--- config.mk ---
export PLATFORM = sky130hd
export DESIGN_NAME = led_matrix_blink_refresh_unit_flat
export DESIGN_NICKNAME = d
export VERILOG_FILES = /design/src/rtl/core/lmbr_pkg.sv /design/src/rtl/core/lmbr_req_if.sv /design/src/rtl/core/lmbr_cmd_if.sv /design/src/rtl/core/lmbr_emit.sv /design/src/rtl/core/led_matrix_blink_refresh_unit.sv /design/src/flat_wrapper.sv
export SDC_FILE = /design/constraint.sdc
export NUM_CORES = 1
export LEC_CHECK = 0
export BUFFER_PORTS_ARGS = -buffer_cell sky130_fd_sc_hd__buf_2
export CAP_MARGIN = 30
export CORE_UTILIZATION = 55
export DETAILED_ROUTE_END_ITERATION = 8
export PLACE_DENSITY = 0.73
export RECOVER_POWER = 50
export SETUP_SLACK_MARGIN = 0.4
export SYNTH_ARGS = -nofsm -noshare
export SYNTH_HDL_FRONTEND = slang
export SYNTH_SLANG_ARGS = --single-unit
--- constraint.sdc ---
create_clock -name clk -period 9.1 [get_ports clk]
set_clock_uncertainty 0.05 [all_clocks]
set_input_delay 1.82 -clock clk [delete_from_list [all_inputs] [get_ports clk]]
set_output_delay 1.82 -clock clk [all_outputs]
set_load 0.01 [all_outputs]
--- src/rtl/core/lmbr_pkg.sv ---
// shared types, constants and helpers for the led matrix blink refresh unit
`timescale 1ns / 1ps

package lmbr_pkg;

    localparam int PIXELS     = 64;
    localparam int IDX_W      = $clog2(PIXELS);
    localparam int PIX_ADDR_W = 6;
    localparam int ADDR_W     = 7;
    localparam int REQ_W      = 3;
    localparam int MASK_W     = 64;
    localparam int PERIOD_W   = 8;
    localparam int CFG_IDX_W  = 2;
    localparam int CFG_DATA_W = 8;

    localparam logic [PIX_ADDR_W-1:0] PIX_LAST = 6'd63;
    localparam logic [2:0]            COL_MASK = 3'd7;

    localparam logic [REQ_W-1:0] REQ_SET   = 3'd0;
    localparam logic [REQ_W-1:0] REQ_ON    = 3'd1;
    localparam logic [REQ_W-1:0] REQ_OFF   = 3'd2;
    localparam logic [REQ_W-1:0] REQ_INV   = 3'd3;
    localparam logic [REQ_W-1:0] REQ_FAST  = 3'd4;
    localparam logic [REQ_W-1:0] REQ_SLOW  = 3'd5;
    localparam logic [REQ_W-1:0] REQ_TICK  = 3'd6;
    localparam logic [REQ_W-1:0] REQ_NONE  = 3'd7;

    localparam logic [CFG_IDX_W-1:0] CFG_FAST_PERIOD = 2'd0;
    localparam logic [CFG_IDX_W-1:0] CFG_SLOW_PERIOD = 2'd1;
    localparam logic [CFG_IDX_W-1:0] CFG_ROTATED     = 2'd2;

    typedef logic [PIXELS-1:0]   pix_t;
    typedef logic [PERIOD_W-1:0] period_t;

    typedef struct packed {
        logic [ADDR_W-1:0] led_addr;
        logic              led_state;
        logic              last;
    } cmd_t;

    typedef struct packed {
        logic push;
        logic flush;
        cmd_t cmd;
    } emit_ctrl_t;

    typedef struct packed {
        logic push_block;
        logic flush_done;
    } emit_stat_t;

    // phase counter step, wraps at the period (a zero period acts as one)
    function automatic period_t advance_phase(input period_t phase, input period_t period);
        logic [PERIOD_W:0] nxt;
        begin
            nxt = {1'b0, phase} + {{PERIOD_W{1'b0}}, 1'b1};
            if (nxt >= {1'b0, period})
            begin
                advance_phase = '0;
            end
            else
            begin
                advance_phase = nxt[PERIOD_W-1:0];
            end
        end
    endfunction

    // pixel index to driver address, optionally mirrored for a rotated board
    function automatic logic [ADDR_W-1:0] led_address(input logic [PIX_ADDR_W-1:0] p,
                                                     input logic rotated);
        logic [PIX_ADDR_W-1:0] q;
        begin
            q = rotated ? (PIX_LAST - p) : p;
            led_address = {q[5:3], 1'b0, q[2:0] & COL_MASK};
        end
    endfunction

endpackage

--- src/rtl/core/lmbr_req_if.sv ---
// request channel: request type and pixel mask
`timescale 1ns / 1ps

interface lmbr_req_if;
    logic                          valid;
    logic                          ready;
    logic [lmbr_pkg::REQ_W-1:0]    req_type;
    logic [lmbr_pkg::MASK_W-1:0]   mask_bits;

    modport source (output valid, output req_type, output mask_bits, input ready);
    modport sink   (input valid, input req_type, input mask_bits, output ready);
endinterface

--- src/rtl/core/lmbr_cmd_if.sv ---
// led command channel: driver address, new state and end-of-tick flag
`timescale 1ns / 1ps

interface lmbr_cmd_if;
    logic                          valid;
    logic                          ready;
    logic [lmbr_pkg::ADDR_W-1:0]   led_addr;
    logic                          led_state;
    logic                          last;

    modport source (output valid, output led_addr, output led_state, output last, input ready);
    modport sink   (input valid, input led_addr, input led_state, input last, output ready);
endinterface

--- src/rtl/core/lmbr_emit.sv ---
// command output stage: holds one command back so the final one can carry last
`timescale 1ns / 1ps

module lmbr_emit (
    input  logic                  clk,
    input  logic                  rst_n,
    input  lmbr_pkg::emit_ctrl_t  ctrl,
    output lmbr_pkg::emit_stat_t  stat,
    lmbr_cmd_if.source            cmd
);

    logic               pend_valid_reg, pend_valid_next;
    lmbr_pkg::cmd_t     pend_reg, pend_next;
    logic               out_valid_reg, out_valid_next;
    lmbr_pkg::cmd_t     out_reg, out_next;
    logic               free;

    assign free            = !out_valid_reg || cmd.ready;
    assign stat.push_block = ctrl.push && pend_valid_reg && !free;
    assign stat.flush_done = !pend_valid_reg || free;

    always_comb
    begin
        out_valid_next  = out_valid_reg && !cmd.ready;
        out_next        = out_reg;
        pend_valid_next = pend_valid_reg;
        pend_next       = pend_reg;
        if (ctrl.push && !stat.push_block)
        begin
            // a newer toggle exists, so the held command is not the last one
            if (pend_valid_reg)
            begin
                out_valid_next = 1'b1;
                out_next       = pend_reg;
                out_next.last  = 1'b0;
            end
            pend_valid_next = 1'b1;
            pend_next       = ctrl.cmd;
        end
        else if (ctrl.flush && pend_valid_reg && free)
        begin
            out_valid_next  = 1'b1;
            out_next        = pend_reg;
            out_next.last   = 1'b1;
            pend_valid_next = 1'b0;
        end
    end

    always_ff @(posedge clk or negedge rst_n)
    begin
        if (!rst_n)
        begin
            pend_valid_reg <= 1'b0;
            out_valid_reg  <= 1'b0;
        end
        else
        begin
            pend_valid_reg <= pend_valid_next;
            out_valid_reg  <= out_valid_next;
        end
    end

    always_ff @(posedge clk)
    begin
        pend_reg <= pend_next;
        out_reg  <= out_next;
    end

    assign cmd.valid     = out_valid_reg;
    assign cmd.led_addr  = out_reg.led_addr;
    assign cmd.led_state = out_reg.led_state;
    assign cmd.last      = out_reg.last;

endmodule

--- src/rtl/core/led_matrix_blink_refresh_unit.sv ---
// top level: bitmap and blink masks in rotating shift registers, tick scan
`timescale 1ns / 1ps

//  channel   direction  handshake            payload
//  req       in         req.valid/ready      req_type, mask_bits
//  cmd       out        cmd.valid/ready      led_addr, led_state, last
//  cfg       in         cfg_we (no wait)     cfg_idx, cfg_data
//
//  every request except the unused code is accepted in the idle state, then the pixel and mask
//  shift registers rotate one bit a cycle, while the scan does not stall, through all 64 pixels;
//  a tick then adds a flush state to release the final command
//  the unused request code is taken without a scan and does nothing
//  the scan stalls while a toggle finds the output stage full, and the final release waits
//  the same way
//  reset blanks the bitmaps and masks, clears both phases and loads the register defaults

module led_matrix_blink_refresh_unit (
    input  logic                               clk,
    input  logic                               rst_n,
    lmbr_req_if.sink                           req,
    lmbr_cmd_if.source                         cmd,
    input  logic                               cfg_we,
    input  logic [lmbr_pkg::CFG_IDX_W-1:0]     cfg_idx,
    input  logic [lmbr_pkg::CFG_DATA_W-1:0]    cfg_data
);

    localparam logic [1:0] ST_IDLE  = 2'd0;
    localparam logic [1:0] ST_SCAN  = 2'd1;
    localparam logic [1:0] ST_FLUSH = 2'd2;

    logic [1:0]                      state_reg, state_next;
    logic [lmbr_pkg::IDX_W-1:0]      idx_reg, idx_next;
    logic [lmbr_pkg::REQ_W-1:0]      op_reg, op_next;
    logic                            fz_reg, fz_next;
    logic                            sz_reg, sz_next;

    lmbr_pkg::pix_t                  target_reg, target_next;
    lmbr_pkg::pix_t                  fast_reg, fast_next;
    lmbr_pkg::pix_t                  slow_reg, slow_next;
    lmbr_pkg::pix_t                  shown_reg, shown_next;
    lmbr_pkg::pix_t                  mask_reg, mask_next;

    lmbr_pkg::period_t               fast_period_reg, slow_period_reg;
    logic                            rotated_reg;
    lmbr_pkg::period_t               fast_phase_reg, fast_phase_next;
    lmbr_pkg::period_t               slow_phase_reg, slow_phase_next;

    logic                            bt, bf, bs, bsh, bm;
    logic                            nt, nf, ns, nsh, toggle;
    logic                            step, at_end;

    lmbr_pkg::emit_ctrl_t            ectrl;
    lmbr_pkg::emit_stat_t            estat;

    assign bt  = target_reg[0];
    assign bf  = fast_reg[0];
    assign bs  = slow_reg[0];
    assign bsh = shown_reg[0];
    assign bm  = mask_reg[0];

    // per-pixel update of the bit leaving the bottom of each register
    always_comb
    begin
        nt     = bt;
        nf     = bf;
        ns     = bs;
        nsh    = bsh;
        toggle = 1'b0;
        case (op_reg)
            lmbr_pkg::REQ_SET:
            begin
                nt = bm;
                nf = 1'b0;
                ns = 1'b0;
            end
            lmbr_pkg::REQ_ON:
            begin
                nt = bt | bm;
                nf = bf & ~bm;
                ns = bs & ~bm;
            end
            lmbr_pkg::REQ_OFF:
            begin
                nt = bt & ~bm;
                nf = bf & ~bm;
                ns = bs & ~bm;
            end
            lmbr_pkg::REQ_INV:
            begin
                nt = bt ^ bm;
                nf = bf & ~bm;
                ns = bs & ~bm;
            end
            lmbr_pkg::REQ_FAST:
            begin
                nt = bt & ~bm;
                nf = bf | bm;
                ns = bs & ~bm;
            end
            lmbr_pkg::REQ_SLOW:
            begin
                nt = bt & ~bm;
                nf = bf & ~bm;
                ns = bs | bm;
            end
            lmbr_pkg::REQ_TICK:
            begin
                toggle = ((bsh ^ bt) & ~(bf | bs)) | (fz_reg & bf) | (sz_reg & bs);
                nsh    = bsh ^ toggle;
            end
            default:
            begin
                toggle = 1'b0;
            end
        endcase
    end

    assign ectrl.push           = (state_reg == ST_SCAN) && toggle;
    assign ectrl.flush          = (state_reg == ST_FLUSH);
    assign ectrl.cmd.led_addr   = lmbr_pkg::led_address(lmbr_pkg::PIX_ADDR_W'(idx_reg),
                                                        rotated_reg);
    assign ectrl.cmd.led_state  = ~bsh;
    assign ectrl.cmd.last       = 1'b0;

    assign step   = (state_reg == ST_SCAN) && !estat.push_block;
    assign at_end = (idx_reg == lmbr_pkg::IDX_W'(lmbr_pkg::PIXELS - 1));

    assign req.ready = (state_reg == ST_IDLE);

    always_comb
    begin
        state_next      = state_reg;
        idx_next        = idx_reg;
        op_next         = op_reg;
        fz_next         = fz_reg;
        sz_next         = sz_reg;
        target_next     = target_reg;
        fast_next       = fast_reg;
        slow_next       = slow_reg;
        shown_next      = shown_reg;
        mask_next       = mask_reg;
        fast_phase_next = fast_phase_reg;
        slow_phase_next = slow_phase_reg;
        case (state_reg)
            ST_IDLE:
            begin
                if (req.valid)
                begin
                    mask_next = req.mask_bits[lmbr_pkg::PIXELS-1:0];
                    op_next   = req.req_type;
                    fz_next   = (fast_phase_reg == '0);
                    sz_next   = (slow_phase_reg == '0);
                    idx_next  = '0;
                    if (req.req_type != lmbr_pkg::REQ_NONE)
                    begin
                        state_next = ST_SCAN;
                    end
                end
            end
            ST_SCAN:
            begin
                if (step)
                begin
                    // rotate: after a full pass every register is back in place
                    target_next = {nt, target_reg[lmbr_pkg::PIXELS-1:1]};
                    fast_next   = {nf, fast_reg[lmbr_pkg::PIXELS-1:1]};
                    slow_next   = {ns, slow_reg[lmbr_pkg::PIXELS-1:1]};
                    shown_next  = {nsh, shown_reg[lmbr_pkg::PIXELS-1:1]};
                    mask_next   = {bm, mask_reg[lmbr_pkg::PIXELS-1:1]};
                    idx_next    = idx_reg + lmbr_pkg::IDX_W'(1);
                    if (at_end)
                    begin
                        if (op_reg == lmbr_pkg::REQ_TICK)
                        begin
                            fast_phase_next = lmbr_pkg::advance_phase(fast_phase_reg,
                                                                      fast_period_reg);
                            slow_phase_next = lmbr_pkg::advance_phase(slow_phase_reg,
                                                                      slow_period_reg);
                            state_next      = ST_FLUSH;
                        end
                        else
                        begin
                            state_next = ST_IDLE;
                        end
                    end
                end
            end
            ST_FLUSH:
            begin
                if (estat.flush_done)
                begin
                    state_next = ST_IDLE;
                end
            end
            default:
            begin
                state_next = ST_IDLE;
            end
        endcase
    end

    always_ff @(posedge clk or negedge rst_n)
    begin
        if (!rst_n)
        begin
            state_reg       <= ST_IDLE;
            idx_reg         <= '0;
            op_reg          <= lmbr_pkg::REQ_NONE;
            fz_reg          <= 1'b0;
            sz_reg          <= 1'b0;
            target_reg      <= '0;
            fast_reg        <= '0;
            slow_reg        <= '0;
            shown_reg       <= '0;
            fast_phase_reg  <= '0;
            slow_phase_reg  <= '0;
            fast_period_reg <= 8'd5;
            slow_period_reg <= 8'd20;
            rotated_reg     <= 1'b1;
        end
        else
        begin
            state_reg      <= state_next;
            idx_reg        <= idx_next;
            op_reg         <= op_next;
            fz_reg         <= fz_next;
            sz_reg         <= sz_next;
            target_reg     <= target_next;
            fast_reg       <= fast_next;
            slow_reg       <= slow_next;
            shown_reg      <= shown_next;
            fast_phase_reg <= fast_phase_next;
            slow_phase_reg <= slow_phase_next;
            if (cfg_we)
            begin
                case (cfg_idx)
                    lmbr_pkg::CFG_FAST_PERIOD: fast_period_reg <= cfg_data;
                    lmbr_pkg::CFG_SLOW_PERIOD: slow_period_reg <= cfg_data;
                    lmbr_pkg::CFG_ROTATED:     rotated_reg     <= cfg_data[0];
                    default:                   rotated_reg     <= rotated_reg;
                endcase
            end
        end
    end

    always_ff @(posedge clk)
    begin
        mask_reg <= mask_next;
    end

    lmbr_emit u_emit (
        .clk   (clk),
        .rst_n (rst_n),
        .ctrl  (ectrl),
        .stat  (estat),
        .cmd   (cmd)
    );

endmodule

--- src/flat_wrapper.sv ---
// flat-port wrapper written by rule: the top's interface ports become plain ports
module led_matrix_blink_refresh_unit_flat 
  (clk, rst_n, cfg_we, cfg_idx, cfg_data, req_valid, req_req_type, req_mask_bits, req_ready, cmd_valid, cmd_led_addr, cmd_led_state, cmd_last, cmd_ready);
  lmbr_req_if req_i ();
  lmbr_cmd_if cmd_i ();
  input  logic clk;
  input  logic rst_n;
  input  logic cfg_we;
  input  logic [lmbr_pkg::CFG_IDX_W-1:0] cfg_idx;
  input  logic [lmbr_pkg::CFG_DATA_W-1:0] cfg_data;
  input wire logic [$bits(req_i.valid)-1:0] req_valid;
  input wire logic [$bits(req_i.req_type)-1:0] req_req_type;
  input wire logic [$bits(req_i.mask_bits)-1:0] req_mask_bits;
  output wire logic [$bits(req_i.ready)-1:0] req_ready;
  output wire logic [$bits(cmd_i.valid)-1:0] cmd_valid;
  output wire logic [$bits(cmd_i.led_addr)-1:0] cmd_led_addr;
  output wire logic [$bits(cmd_i.led_state)-1:0] cmd_led_state;
  output wire logic [$bits(cmd_i.last)-1:0] cmd_last;
  input wire logic [$bits(cmd_i.ready)-1:0] cmd_ready;
  assign req_i.valid = req_valid;
  assign req_i.req_type = req_req_type;
  assign req_i.mask_bits = req_mask_bits;
  assign req_ready = req_i.ready;
  assign cmd_valid = cmd_i.valid;
  assign cmd_led_addr = cmd_i.led_addr;
  assign cmd_led_state = cmd_i.led_state;
  assign cmd_last = cmd_i.last;
  assign cmd_i.ready = cmd_ready;
  led_matrix_blink_refresh_unit u_core (.clk(clk), .rst_n(rst_n), .req(req_i), .cmd(cmd_i), .cfg_we(cfg_we), .cfg_idx(cfg_idx), .cfg_data(cfg_data));
endmodule
After elaboration in Yosys (flattened, before gate mapping)
Cells that the tools add are included.
W data, S select, Z words.
- flip-flop bits (word level): 384
- input port bits: 82
- output and inout port bits: 11
- word-level logic and storage cells: 127
- add/sub/neg operators: 4
- $lt $le $gt $ge: 2
- equality and inequality tests: 18
- multiplexer cells: 29
- bitwise operators: 18
- reduce and logical (&&, ||, !) cells: 34
- operators with widths (operator ; number):
    $mux W64 ; 2
    $pmux W64 S2 ; 1
    $mux W9 ; 3
    $add A8 B1 Y9 const B ; 2
    $ge A9 B8 Y1 ; 2
    $mux W6 ; 3
    $logic_not A8 Y1 ; 2
    $mux W8 ; 2
    $mux W2 ; 6
    $pmux W6 S2 ; 1
    $reduce_and A2 Y1 ; 6
    $eq A3 B3 Y1 const B ; 3
    $logic_and A1 B1 Y1 ; 8
    $ne A2 B1 Y1 const B ; 4
    $reduce_or A4 Y1 ; 2
    $mux W1 ; 7
    $add A6 B1 Y6 const B ; 1
    $and A1 B1 Y1 ; 6
    $eq A3 B2 Y1 const B ; 2
    $eq A6 B6 Y1 const B ; 1
    $or A1 B1 Y1 ; 6
    $pmux W1 S3 ; 2
    $pmux W2 S3 ; 1
    $sub A6 B6 Y6 const A ; 1
    17 further kinds ; 31

Depth between registers and ports, before layout
- depth in word-level cells: 13
- gate-level depth with buffers: 10
- mapped depth without buffers: 10

Modules after synthesis
A second synthesis with hierarchy kept.
- cells, all modules: 1691
- area, all modules: 15827.7 um^2
- modules (own cells, without submodules) (module ; times used ; cells each ; area each (um^2) ; seq. area each (um^2)):
    led_matrix_blink_refresh_unit ; 1 ; 1660 ; 15198.3 ; 9489.1
    lmbr_emit ; 1 ; 31 ; 629.4 ; 560.5

Worst setup path after synthesis
OpenSTA, ideal clock, no wires.
- path kind: input port to flip-flop
- start: input cmd_ready
- end: register u_core.mask_reg[0] (enable)
- library setup time: 0.418 ns
- arrival time: 3.718 ns
- required time: 8.632 ns
- path slack: 4.914 ns
- stages on the path: 5
- path buffers: 1
- cells stage by stage: and3b_1 > clkbuf_1 > nand3_1 > o21ai_0 > inv_1
- longest elaborated chain between the ends: 7
- ends and longest elaborated chain (what ; RTL line ; source):
    from (decl) ; flat_wrapper.sv:19 ; input wire logic [$bits(cmd_i.ready)-1:0] cmd_ready;
    $logic_or A1 B1 Y1 ; lmbr_emit.sv:18 ; assign free = !out_valid_reg || cmd.ready;
    $logic_not A1 Y1 ; lmbr_emit.sv:19 ; assign stat.push_block = ctrl.push && pend_valid_reg && !free;
    $logic_and A1 B1 Y1 ; lmbr_emit.sv:19 ;
    $logic_not A1 Y1 ; led_matrix_blink_refresh_unit.sv:125 ; assign step = (state_reg == ST_SCAN) && !estat.push_block;
    $logic_and A1 B1 Y1 ; led_matrix_blink_refresh_unit.sv:125 ;
    $ne A2 B1 Y1 (no source line) ; -- ;
    $reduce_and A3 Y1 (no source line) ; -- ;
    to (signal assigned) ; led_matrix_blink_refresh_unit.sv:248 ; mask_reg <= mask_next;
    to (decl) ; led_matrix_blink_refresh_unit.sv:41 ; lmbr_pkg::pix_t mask_reg, mask_next;
No other way between the ends.
A chain may end at the register's enable or synchronous reset.

Worst setup path after layout
- start: register u_core.state_reg[0]
- end: register u_core.shown_reg[44]
- longest elaborated chain between the ends: 7
- ends and longest elaborated chain (what ; RTL line ; source):
    from (decl) ; led_matrix_blink_refresh_unit.sv:31 ; logic [1:0] state_reg, state_next;
    from (signal assigned) ; led_matrix_blink_refresh_unit.sv:223 ; state_reg <= state_next;
    $eq A2 B1 Y1 (*) ; led_matrix_blink_refresh_unit.sv:118, led_matrix_blink_refresh_unit.sv:125, led_matrix_blink_refresh_unit.sv:144 ;
    $logic_and A1 B1 Y1 ; led_matrix_blink_refresh_unit.sv:118 ; assign ectrl.push = (state_reg == ST_SCAN) && toggle;
    $logic_and A1 B1 Y1 (2 in a row) ; lmbr_emit.sv:19 ;
    $logic_not A1 Y1 ; led_matrix_blink_refresh_unit.sv:125 ;
    $logic_and A1 B1 Y1 ; led_matrix_blink_refresh_unit.sv:125 ;
    $reduce_and A2 Y1 (no source line) (*) ; -- ;
    to (signal assigned) ; led_matrix_blink_refresh_unit.sv:231 ; shown_reg <= shown_next;
    to (decl) ; led_matrix_blink_refresh_unit.sv:40 ; lmbr_pkg::pix_t shown_reg, shown_next;
Mark *: on every way between the ends. The rest lies on a longest branch, timed or not.

==> out/metrics.yaml <==
outcome:
  status: "finished, violations left"
  violations: "capacitance limit, slew limit"
logic_synthesis:
  syn-num-nets: 1278
  synth_sequential_area_ratio: 0.636
  synth_mux_area_frac: 0.190
  synth_top_family_by_area: "multiplexers"
  synth-xor-area-share: 0.00947
  yosys-top-cells-count: "dfrtp_1, nand2_1, mux2_1"
  netlist_instances: 1173
  ys_types: 53
  synth-seq-cells: 383
  async_flop_share: 0.794
  synth-simple-area-share: 0.0826
  synth_ff_type: "dfrtp_1"
  synth_fa_ha_area_frac: 0.0183
  synth_edf_count: 79
  syn_area_um2: 15700
  yosys_warnings: 0
  synth.area.top_cells: "dfrtp_1, edfxtp_1, mux2_1"
  yosysMostFrequentCell: "dfrtp_1"
  synth_top_area_frac: 0.471
  avgSynthCellArea_um2: 13.4
  yosys.area.top_type: "dfrtp_1"
  synth_compound_area_frac: 0.0377
timing:
  slew_viol_final: 151
  finalCritPeriodShare: 0.596
  grt_setup_unrepaired: "false"
  hold_violations: 0
  setup_slack_ns: 3.68
  slew_headroom: -0.868
  timing.fmax_ghz: 0.185
  worst_pin_slew_ns: 2.80
  finalSetupTns_ns: 0
  setup_viol: 0
  fin_crit_ns: 5.42
placement:
  dpl.hpwl_mm: 14.4
  place.gp.congestion: 0.805
  numPortBuffers: 91
  post-place-ws_ns: 4.53
critical_path:
  cp-end-kind: "register"
  worst_setup_path_start_kind: "register"
  cp_data_arrival_time_ns: 5.76
  required_ns: 9.44
  critPathKind: "register to register"
  critPathMaxFanout: 196
drt:
  routed_wl_mm: 23.9
  vias: 8723
  drt_iter0_drc: 680
  dr.pass1.iters: 4
  wire_per_inst_um: 14.4
  ant_nets: 0
  drcViolationCount: 0
  via_per_inst: 5.23
clock_network:
  cts_tree: "done"
  postCtsHoldBufs: 0
  postCtsSetupBuffers: 0
  cts-resized-gates: 0
  cts-htree-levels: 2
  cts_made_buffers: 39
  clock_sinks: 383
  clkLatencyLatePin_ns: 0.52
  path_clk_slew_ns: 0.06
  clockBufferDepth: 3
  cts_root_buf: "clkbuf_16"
global_route:
  grt_use_total: 0.170
  first_global_vias: 8518
  antenna_found_initial: 0
  grt_max_degree: 197
  grt_pass1_wl_mm: 40.6
  grt_overflow_total: 0
finish:
  syn_to_final_growth_pct: 12.9
  seqCellArea_um2: 9990
  fillers: 2161
  drive_above_1_share: 0.207
  antenna_cells: 0
  nNetsFinal: 1365
  multi_input_area_um2: 5310
floorplanning:
  core_um2: 27900
  fp.dieW_um: 171
  pin_count: 93
  initial_core_util: 0.563
  dieArea_um2: 29300
  die_h_um: 171
  rows: 61
job:
  drv_cap: 3
pwr:
  power.density_nw_per_um2: 266
  p_leak_nw: 8.72
  vdd_drop_max_v: 0.000160
min_path:
  hold_class: "register to register"
-- cells in the final DEF, fill, tap and decap left out, types with 5 or more instances in the layout --
cell type	n
dfrtp_1	296
or3_1	5
ha_1	23
clkbuf_8	12
xnor2_1	6
xor2_1	11
nand2_1	234
o32ai_1	6
clkinv_2	6
dfstp_2	7
a22o_1	6
inv_1	31
a21oi_1	12
nand3_1	14
nand2b_1	5
edfxtp_1	79
mux2_2	104
a21o_1	7
clkbuf_16	41
and3_1	8
buf_2	79
nor2_1	23
o21ai_0	30
mux2_1	160
clkbuf_1	22
-- power breakdown --
part	internal (W)	switching [W]	total, W
logic	0.000334	0.000315	0.000649
clock network	0.000982	0.000628	0.00161
registers	0.00226	0.000211	0.00247
total	0.00358	0.00115	0.00473
-- cell type report --
class,instances,area share
clock buffers,60,0.0686
inverters,32,0.00677
clock inverters,11,0.00698
repair buffers,99,0.0294
multi-input cells,705,0.299
well taps,378,0.0266
flip-flops and latches,383,0.563
-- cells by family (layout without fill, tap and decap cells) --
logic type / Yosys count / count (layout)
AOI/OAI and AO/OA: 88 / 88
DFF: 383 / 383
xor gates and xnor gates: 17 / 17
other: 1 / 1
and+or+nand+nor: 311 / 311
muxes: 265 / 265
buffers and inverters: 85 / 202
adders and majority gates: 23 / 23
-- metal layers --
layer,GRT usage,up-vias,part of all wire
li1,-,4239,-
met1,0.246,4296,0.48
met2,0.258,145,0.45
met3,0.0349,43,0.051
met4,0.0512,0,0.020
met5,0,-,0
-- critical path: stages (launching register included) --
cell	delay [ns]
dfrtp_1	0.56
and2b_2	0.22
clkbuf_1	1.87
o31ai_1	1.31
buf_12	0.67
mux2_1	0.48
-- worst paths after layout --
path / from / endpoint / slack (ns) / depth (start not counted)
setup / recovery: u_core.state_reg[0]$_DFFE_PN0P_ / u_core.shown_reg[44]$_DFFE_PN0P_ / 3.68 / 5
hold reg to reg: u_core.u_emit.pend_reg[4]$_DFFE_PP_ / u_core.u_emit.cmd.led_addr[2]$_DFFE_PP_ / 0.37 / 0
max in group asynchronous: rst_n / u_core.fast_reg[0]$_DFFE_PN0P_ / 6.21 / 2
hold / removal: u_core.u_emit.pend_reg[4]$_DFFE_PP_ / u_core.u_emit.cmd.led_addr[2]$_DFFE_PP_ / 0.37 / 0
setup reg to reg: u_core.state_reg[0]$_DFFE_PN0P_ / u_core.shown_reg[44]$_DFFE_PN0P_ / 3.68 / 5
min in group asynchronous: rst_n / u_core.slow_reg[28]$_DFFE_PN0P_ / 1.34 / 1
-- metrics by stage --
step | area (µm²) | util | cells | power (W) | hold slack [ns]
6_report | 17800 | 0.635 | 1668 | 0.00473 | 0.365
5_1_grt | 17800 | 0.635 | 1668 | 0.00500 | 0.371
4_1_cts | 17800 | 0.637 | 1668 | 0.00479 | 0.366
3_5_place_dp | 16400 | 0.589 | 1597 | 0.00316 | 0.355
3_3_place_gp | 16400 | 0.589 | 1596 | 0.00310 | 0.351
2_1_floorplan | 15700 | - | 1173 | 0.00295 | 0.350
Note: power is estimated with default switching activity, not from simulation.
